<file path="src/rtl/core/itp_pkg.sv">
// itp_pkg: shared types, constants and helper functions for the infix to
// postfix converter; no dependencies
package itp_pkg;

    localparam int STACK_DEPTH = 32;
    localparam int STK_AW      = $clog2(STACK_DEPTH);
    localparam int CNT_W       = $clog2(STACK_DEPTH + 1);

    // stack entry codes
    localparam logic [2:0] CODE_PLUS   = 3'd0;
    localparam logic [2:0] CODE_MINUS  = 3'd1;
    localparam logic [2:0] CODE_MUL    = 3'd2;
    localparam logic [2:0] CODE_DIV    = 3'd3;
    localparam logic [2:0] CODE_LPAREN = 3'd4;

    localparam logic [7:0] CH_PLUS   = 8'h2B;
    localparam logic [7:0] CH_MINUS  = 8'h2D;
    localparam logic [7:0] CH_MUL    = 8'h2A;
    localparam logic [7:0] CH_DIV    = 8'h2F;
    localparam logic [7:0] CH_LPAREN = 8'h28;
    localparam logic [7:0] CH_RPAREN = 8'h29;
    localparam logic [7:0] CH_TERM   = 8'h00;

    typedef struct packed {
        logic       push;
        logic       pop;
        logic       clear;
        logic       rd;
        logic [2:0] code;
    } stk_cmd_t;

    typedef struct packed {
        logic [CNT_W-1:0] count;
        logic [2:0]       rd_code;
        logic             ovf;
    } stk_stat_t;

    function automatic logic [1:0] prec_of(input logic [2:0] code);
        logic [1:0] p;
        case (code)
            CODE_PLUS, CODE_MINUS: p = 2'd1;
            CODE_MUL, CODE_DIV:    p = 2'd2;
            default:               p = 2'd0;
        endcase
        return p;
    endfunction

    function automatic logic [7:0] char_of(input logic [2:0] code);
        logic [7:0] c;
        case (code)
            CODE_PLUS:  c = CH_PLUS;
            CODE_MINUS: c = CH_MINUS;
            CODE_MUL:   c = CH_MUL;
            CODE_DIV:   c = CH_DIV;
            default:    c = CH_LPAREN;
        endcase
        return c;
    endfunction

endpackage

</file>
<file path="src/rtl/core/itp_stack.sv">
// itp_stack: operator stack memory with fill count and sticky overflow flag
// depends on itp_pkg
module itp_stack (
    input  logic              aclk,
    input  logic              aresetn,
    input  itp_pkg::stk_cmd_t cmd,
    output itp_pkg::stk_stat_t stat
);
    import itp_pkg::*;

    logic [2:0]       mem [STACK_DEPTH];
    logic [CNT_W-1:0] count_reg;
    logic             ovf_reg;
    logic [2:0]       rd_reg;
    logic             not_full;
    logic [CNT_W-1:0] count_m1;

    assign not_full = count_reg < CNT_W'(STACK_DEPTH);
    assign count_m1 = count_reg - CNT_W'(1);

    always_ff @(posedge aclk) begin
        if (!aresetn) begin
            count_reg <= '0;
            ovf_reg   <= 1'b0;
        end else if (cmd.clear) begin
            count_reg <= '0;
            ovf_reg   <= 1'b0;
        end else if (cmd.push) begin
            if (not_full) begin
                count_reg <= count_reg + CNT_W'(1);
            end else begin
                ovf_reg <= 1'b1;
            end
        end else if (cmd.pop) begin
            count_reg <= count_m1;
        end
    end

    always_ff @(posedge aclk) begin
        if (cmd.push && not_full) begin
            mem[count_reg[STK_AW-1:0]] <= cmd.code;
        end
        // top of stack read
        if (cmd.rd) begin
            rd_reg <= mem[count_m1[STK_AW-1:0]];
        end
    end

    assign stat.count   = count_reg;
    assign stat.rd_code = rd_reg;
    assign stat.ovf     = ovf_reg;

endmodule

</file>
<file path="src/rtl/core/infix_to_postfix_converter.sv">
// infix_to_postfix_converter: shunting-yard conversion of a character stream
// to postfix; depends on itp_pkg and itp_stack
//
//  channel | dir | beat contents
//  s_      | in  | tdata[7:0] symbol, tuser end_of_input
//  m_      | out | tdata[7:0] out_char, tlast last,
//          |     | tuser[0] end_of_expression, tuser[1] overflow
//
// an operand or '(' passes idle, decide, finish; an operator, ')' or end marker
// also passes decide and check for each stacked entry it examines (top read from
// the stack memory, then compare), plus one more finish step when anything was
// popped to release the held last char. ready is high only in the idle state; a
// full output register stalls the sequencer at the point it must emit. reset is
// synchronous; the stack memory is not cleared, only its fill count and flag.
module infix_to_postfix_converter (
    input  logic       aclk,
    input  logic       aresetn,
    input  logic       s_tvalid,
    output logic       s_tready,
    input  logic [7:0] s_tdata,   // [7:0] symbol
    input  logic       s_tuser,   // [0] end_of_input
    output logic       m_tvalid,
    input  logic       m_tready,
    output logic [7:0] m_tdata,   // [7:0] out_char
    output logic       m_tlast,
    output logic [1:0] m_tuser    // [0] end_of_expression, [1] overflow
);
    import itp_pkg::*;

    typedef enum logic [3:0] {
        ST_IDLE   = 4'b0001,
        ST_DECIDE = 4'b0010,
        ST_CHECK  = 4'b0100,
        ST_FINISH = 4'b1000
    } state_t;

    typedef enum logic [2:0] {
        K_OPERAND,
        K_OP,
        K_LPAREN,
        K_RPAREN,
        K_END
    } kind_t;

    state_t     state_reg, state_next;
    kind_t      kind_reg, kind_next;
    logic [7:0] sym_reg, sym_next;
    logic [1:0] opc_reg, opc_next;
    logic [7:0] pend_reg, pend_next;
    logic       pend_valid_reg, pend_valid_next;

    logic       m_tvalid_reg;
    logic [7:0] m_tdata_reg;
    logic       m_tlast_reg;
    logic [1:0] m_tuser_reg;

    logic       out_free;
    logic       out_load;
    logic [7:0] out_char;
    logic       out_last;
    logic [1:0] out_user;
    logic       pop_cond;

    stk_cmd_t   stk_cmd;
    stk_stat_t  stk_stat;

    itp_stack u_stack (
        .aclk    (aclk),
        .aresetn (aresetn),
        .cmd     (stk_cmd),
        .stat    (stk_stat)
    );

    assign s_tready = (state_reg == ST_IDLE);
    assign out_free = !m_tvalid_reg || m_tready;

    always_comb begin
        case (kind_reg)
            K_END:    pop_cond = 1'b1;
            K_OP:     pop_cond = prec_of(stk_stat.rd_code) >= prec_of({1'b0, opc_reg});
            K_RPAREN: pop_cond = stk_stat.rd_code != CODE_LPAREN;
            default:  pop_cond = 1'b0;
        endcase
    end

    always_comb begin
        state_next      = state_reg;
        kind_next       = kind_reg;
        sym_next        = sym_reg;
        opc_next        = opc_reg;
        pend_next       = pend_reg;
        pend_valid_next = pend_valid_reg;
        stk_cmd         = '0;
        out_load        = 1'b0;
        out_char        = pend_reg;
        out_last        = 1'b0;
        out_user        = 2'b00;

        unique case (state_reg)
            ST_IDLE: begin
                if (s_tvalid) begin
                    sym_next   = s_tdata;
                    state_next = ST_DECIDE;
                    if (s_tuser) begin
                        kind_next = K_END;
                    end else begin
                        case (s_tdata)
                            CH_PLUS: begin
                                kind_next = K_OP;
                                opc_next  = CODE_PLUS[1:0];
                            end
                            CH_MINUS: begin
                                kind_next = K_OP;
                                opc_next  = CODE_MINUS[1:0];
                            end
                            CH_MUL: begin
                                kind_next = K_OP;
                                opc_next  = CODE_MUL[1:0];
                            end
                            CH_DIV: begin
                                kind_next = K_OP;
                                opc_next  = CODE_DIV[1:0];
                            end
                            CH_LPAREN: kind_next = K_LPAREN;
                            CH_RPAREN: kind_next = K_RPAREN;
                            default:   kind_next = K_OPERAND;
                        endcase
                    end
                end
            end
            ST_DECIDE: begin
                if (kind_reg inside {K_OPERAND, K_LPAREN} || stk_stat.count == '0) begin
                    state_next = ST_FINISH;
                end else begin
                    stk_cmd.rd = 1'b1;
                    state_next = ST_CHECK;
                end
            end
            ST_CHECK: begin
                if (pop_cond) begin
                    // the held char goes out once the next pop proves it is not last
                    if (!pend_valid_reg || out_free) begin
                        out_load        = pend_valid_reg;
                        pend_next       = char_of(stk_stat.rd_code);
                        pend_valid_next = 1'b1;
                        stk_cmd.pop     = 1'b1;
                        state_next      = ST_DECIDE;
                    end
                end else begin
                    // ')' discards its matching '('
                    stk_cmd.pop = (kind_reg == K_RPAREN);
                    state_next  = ST_FINISH;
                end
            end
            ST_FINISH: begin
                if (pend_valid_reg) begin
                    if (out_free) begin
                        out_load        = 1'b1;
                        out_last        = (kind_reg != K_END);
                        pend_valid_next = 1'b0;
                    end
                end else begin
                    case (kind_reg)
                        K_OPERAND: begin
                            if (out_free) begin
                                out_load   = 1'b1;
                                out_char   = sym_reg;
                                out_last   = 1'b1;
                                state_next = ST_IDLE;
                            end
                        end
                        K_OP: begin
                            stk_cmd.push = 1'b1;
                            stk_cmd.code = {1'b0, opc_reg};
                            state_next   = ST_IDLE;
                        end
                        K_LPAREN: begin
                            stk_cmd.push = 1'b1;
                            stk_cmd.code = CODE_LPAREN;
                            state_next   = ST_IDLE;
                        end
                        K_END: begin
                            if (out_free) begin
                                out_load      = 1'b1;
                                out_char      = CH_TERM;
                                out_last      = 1'b1;
                                out_user      = {stk_stat.ovf, 1'b1};
                                stk_cmd.clear = 1'b1;
                                state_next    = ST_IDLE;
                            end
                        end
                        default: state_next = ST_IDLE;
                    endcase
                end
            end
            default: state_next = ST_IDLE;
        endcase
    end

    always_ff @(posedge aclk) begin
        if (!aresetn) begin
            state_reg      <= ST_IDLE;
            pend_valid_reg <= 1'b0;
            m_tvalid_reg   <= 1'b0;
        end else begin
            state_reg      <= state_next;
            pend_valid_reg <= pend_valid_next;
            if (out_load) begin
                m_tvalid_reg <= 1'b1;
            end else if (m_tready) begin
                m_tvalid_reg <= 1'b0;
            end
        end
    end

    always_ff @(posedge aclk) begin
        kind_reg <= kind_next;
        sym_reg  <= sym_next;
        opc_reg  <= opc_next;
        pend_reg <= pend_next;
        if (out_load) begin
            m_tdata_reg <= out_char;
            m_tlast_reg <= out_last;
            m_tuser_reg <= out_user;
        end
    end

    assign m_tvalid = m_tvalid_reg;
    assign m_tdata  = m_tdata_reg;
    assign m_tlast  = m_tlast_reg;
    assign m_tuser  = m_tuser_reg;

    a_pend_not_idle: assert property (@(posedge aclk) disable iff (!aresetn)
        pend_valid_reg |-> (state_reg != ST_IDLE))
        else $error("held char left over in idle");

    a_term_is_last: assert property (@(posedge aclk) disable iff (!aresetn)
        (m_tvalid && m_tuser[0]) |-> m_tlast)
        else $error("terminator not marked last");

    a_ovf_on_term: assert property (@(posedge aclk) disable iff (!aresetn)
        (m_tvalid && m_tuser[1]) |-> m_tuser[0])
        else $error("overflow reported off the terminator");

    a_count_bound: assert property (@(posedge aclk) disable iff (!aresetn)
        stk_stat.count <= CNT_W'(STACK_DEPTH))
        else $error("stack count above depth");

    a_accept_decide: assert property (@(posedge aclk) disable iff (!aresetn)
        (s_tvalid && s_tready) |=> (state_reg == ST_DECIDE))
        else $error("accepted beat not decoded");

endmodule

</file>
<file path="config.mk">
export PLATFORM = sky130hd
export DESIGN_NAME = infix_to_postfix_converter
export DESIGN_NICKNAME = d
export VERILOG_FILES = /design/src/rtl/core/itp_pkg.sv /design/src/rtl/core/itp_stack.sv /design/src/rtl/core/infix_to_postfix_converter.sv
export SDC_FILE = /design/constraint.sdc
export NUM_CORES = 1
export LEC_CHECK = 0
export ABC_CLOCK_PERIOD_IN_PS = 9500
export BUFFER_PORTS_ARGS = -buffer_cell sky130_fd_sc_hd__buf_2
export CAP_MARGIN = 20
export CORE_MARGIN = 2
export CORE_UTILIZATION = 66
export DETAILED_ROUTE_END_ITERATION = 10
export PLACE_DENSITY_LB_ADDON = 0.2
export SETUP_SLACK_MARGIN = 0.3
export SYNTH_ARGS = -nofsm -noshare
export SYNTH_HDL_FRONTEND = slang
export SYNTH_SLANG_ARGS = --single-unit
</file>
<file path="constraint.sdc">
create_clock -name aclk -period 9.5 [get_ports aclk]
set_input_delay 2.85 -clock aclk [delete_from_list [all_inputs] [get_ports aclk]]
set_output_delay 2.85 -clock aclk [all_outputs]
set_load 0.01 [all_outputs]
</file>
==> run summary <==
The flow ran to the end, and the final reports show no timing, DRC or antenna violations. The aggregate routed wire length came out at 11800 µm. The clock root buffer is sky130_fd_sc_hd__clkbuf_8. The synthesized netlist occupies a cell area of roughly 6200 µm². The critical path is of the reg2out type. In this run the core area contains 35 standard-cell rows. The maximum fanout along the worst path is 5. Yosys mapped a number of flops with a built-in enable equal to ~130.

The fraction of registers with async set/reset is 0. The post-synthesis net count came out at 432. The part of the power in registers is 0.517. The portion of total power attributed to combinational logic is 0.027.

The met1 wire length came out at 4990 µm. The starting utilization of the core area came out at 0.675. The number of flip-flops in the largest register came out at between 90 and 100.

The top achievable clock speed came out at 213 MHz. After detailed routing, the number of remaining DRC violations is 0. Routability-driven placement finished with a final weighted congestion of 0.925. The placeable core area came out at 9150 µm². Measured along the y axis, the die boundary spans 101 µm. The netlist uses 67 different library cells. In this run the tightest slew margin relative to its limit is 0.332. The CTS H-tree depth came out at 4.

The detailed-route wire length per cell is 20.7 µm. The via count of the first global-routing pass is 3572. In the final layout, the share of cells above drive strength 1 is 0.241. The clock transition time at the flip-flop clock pins of the worst setup and hold paths came out at roughly 0.060 ns.

In this run the remaining antenna-violating nets after routing total 0. The total count of max-transition violations in the final report is 0. The number of sinks handled by clock tree synthesis came out at 139. STA classifies the critical path endpoint as an output port. After detailed routing, the number of vias per cell comes to 6.37. The largest net degree at the start of global routing came out at 33. The register bit total from synthesis is 139. The area of the die came out at between 10000 and 15000 µm². The area growth from synthesis to layout came out at 12.1%. The cell-internal power is 1.04 mW. The number of cells upsized or downsized after cts is 0.

The synthesis warning total is 0. The minimum period implied by the final worst setup slack is between 4 and 5 ns. The worst hold slack came out at ~0.53 ns. Setup violations remaining at the end of the flow were counted as 0. The number of nets in the final layout came out at roughly 460. The part of the total power dissipated in the clock network came out at 0.457. The aggregate global-route resource usage is 0.249. The total vias in the final route came out at ~3600. The leakage dissipation is 2.05 nW. The total design power came out at 1.31 mW. The transition time at the pin with the least slew margin is 1.00 ns.

The data arrival time of the worst path is 1.85 ns. The number of I/O pins is 26. Synthesis handed over a netlist of between 400 and 500 instances. The prevailing post-synth register cell is sky130_fd_sc_hd__edfxtp_1. After routing, the total negative slack on setup checks comes to 0 ns. The worst setup path is launched from a register. The endpoint required time on the critical path came out at 6.65 ns. The worst clock skew on the final layout came out at 0.00932 ns. The highest metal layer carrying signal wires in the routed design is met4. The first-pass GRT wire length came out at 18500 µm. The classification of the worst-slack hold path is reg2reg.

The DRC marker count from the first detailed-route iteration is 329. Leaving out fill and tap cells, the most frequent cell in the layout is sky130_fd_sc_hd__edfxtp_1. The worst voltage drop across the vdd grid is 0.173 mV. The synthesized area per cell came out at 15.0 µm². The count of max-cap constraint violations is 0.

The power per cell area is between 150 and 200 nW/µm². The switching part of the total power is 0.204. The portion of the clock cycle consumed by the worst path in the final layout came out at 0.495.

The number of diodes added for antenna fixing is 0. In the layout the commonest cells are sky130_fd_sc_hd__edfxtp_1, sky130_fd_sc_hd__nor2_1, sky130_fd_sc_hd__buf_2, sky130_fd_sc_hd__mux4_2, sky130_fd_sc_hd__nand2_1. The width of the die is 101 µm.

Once detailed placement completed, the half-perimeter wirelength came to ~7500 µm. The number of buffer cells added on primary ports is 25. The sequential area share after synthesis is 0.654. The routed length on met2 came out at 5920 µm.

The CTS buffer count is 17. The hold-fix buffer count after cts is 0. The met3 wirelength from detailed routing is 618 µm. For this run, the detailed router's first-pass iteration total came to 5.

Setup repair after global routing left no endpoint under its margin. The number of post-CTS setup repair buffers is 0. The switching power of the nets is 268 µW. The clock tree buffer depth is 2. The number of antenna violations at the first check in global routing came out at 0. The remaining global-route overflow came out at 0. The later-pin clock latency in the skew report came out at 0.51 ns.

The final hold violation count is 0. TritonCTS built the clock tree.
-- final timing paths --
| check | start | endpoint | slack [ns] | cells after the start |
|---|---|---|---|---|
| worst min-delay path | sym_reg[6] | m_tdata[6] | 0.53 | 1 |
| worst max-delay path | state_reg[0] | s_tready | 4.80 | 3 |
| worst min register to register | sym_reg[6] | m_tdata[6] | 0.53 | 1 |
| worst max register to register | u_stack.count_reg[0] | u_stack.rd_reg[2] | 6.08 | 7 |
-- cell usage after synthesis (all sizes together), types with 3 or more instances --
cell    instances  area, µm²
a22o            3       26.3
ha              6       75.1
and2            7       48.8
a21boi          4       30.0
nor2           47        176
edfxtp        126       3780
nand2b          9       63.8
o21ai          10       50.0
nand2          21       78.8
nor2b           3       18.8
a21oi           9       48.8
a211oi          4       30.0
mux2            7       78.8
xor2            3       26.3
nor3           11       65.1
clkbuf          6       33.8
nand3b          8       60.1
mux4           24        541
o22ai           4       25.0
nor3b           3       22.5
mux2i          11        110
dfxtp          13        260
buf            13       91.3
inv            15       56.3
nor4b           4       53.8
nand3           3       15.0
and3            5       32.5
-- worst max-delay path, cell delays in order (launching register included) --
cell	delay [ns]
sky130_fd_sc_hd__dfxtp_1	0.42
sky130_fd_sc_hd__or4b_2	0.67
sky130_fd_sc_hd__inv_1	0.12
sky130_fd_sc_hd__buf_2	0.14
-- power groups by stage --
stage | clock network (mW) | registers (mW) | logic, mW
after floorplan | 0 | 0.685 | 0.0291
after global placement | 0 | 0.690 | 0.0327
after detailed placement | 0 | 0.690 | 0.0338
after CTS | 0.605 | 0.677 | 0.0341
after global routing | 0.633 | 0.679 | 0.0385
final | 0.598 | 0.677 | 0.0347
-- metal layers --
| layer | up-vias | GRT usage |
|---|---|---|
| li1 | 1643 | - |
| met1 | 1815 | 0.336 |
| met2 | 127 | 0.394 |
| met3 | 25 | 0.0617 |
| met4 | 0 | 0.103 |
| met5 | - | 0 |
-- metrics by stage --
step / setup slack (ns) / util / instances / area [µm²]
2_1_floorplan: 5.15 / - / 413 / 6180
5_1_grt: 4.70 / 0.757 / 567 / 6930
4_1_cts: 4.80 / 0.752 / 564 / 6890
3_3_place_gp: 5.19 / 0.691 / 531 / 6330
3_5_place_dp: 5.08 / 0.693 / 532 / 6340
6_report: 4.80 / 0.757 / 567 / 6930
-- logic make-up (layout without fill, tap and decap cells) --
logic type      count (synthesis)  after routing  share of synthesized area
xor+xnor                        4              4                    0.00567
simple gates                  137            137                      0.124
fa+ha+maj                       6              6                     0.0121
buf+inv                        35             78                     0.0312
mux                            42             42                      0.118
compound gates                 50             50                     0.0553
flops                         139            139                      0.654
-- layout make-up --
class / instances / area [µm²]
Sequential cell: 139 / 4050
Fill cell: 543 / 2220
Multi-Input combinational cell: 239 / 1950
Clock buffer: 21 / 449
Timing Repair Buffer: 31 / 200
Tap cell: 111 / 139
Clock inverter: 11 / 96.3
Inverter: 15 / 56.3
No activity file was read; power rests on OpenSTA's default activity.
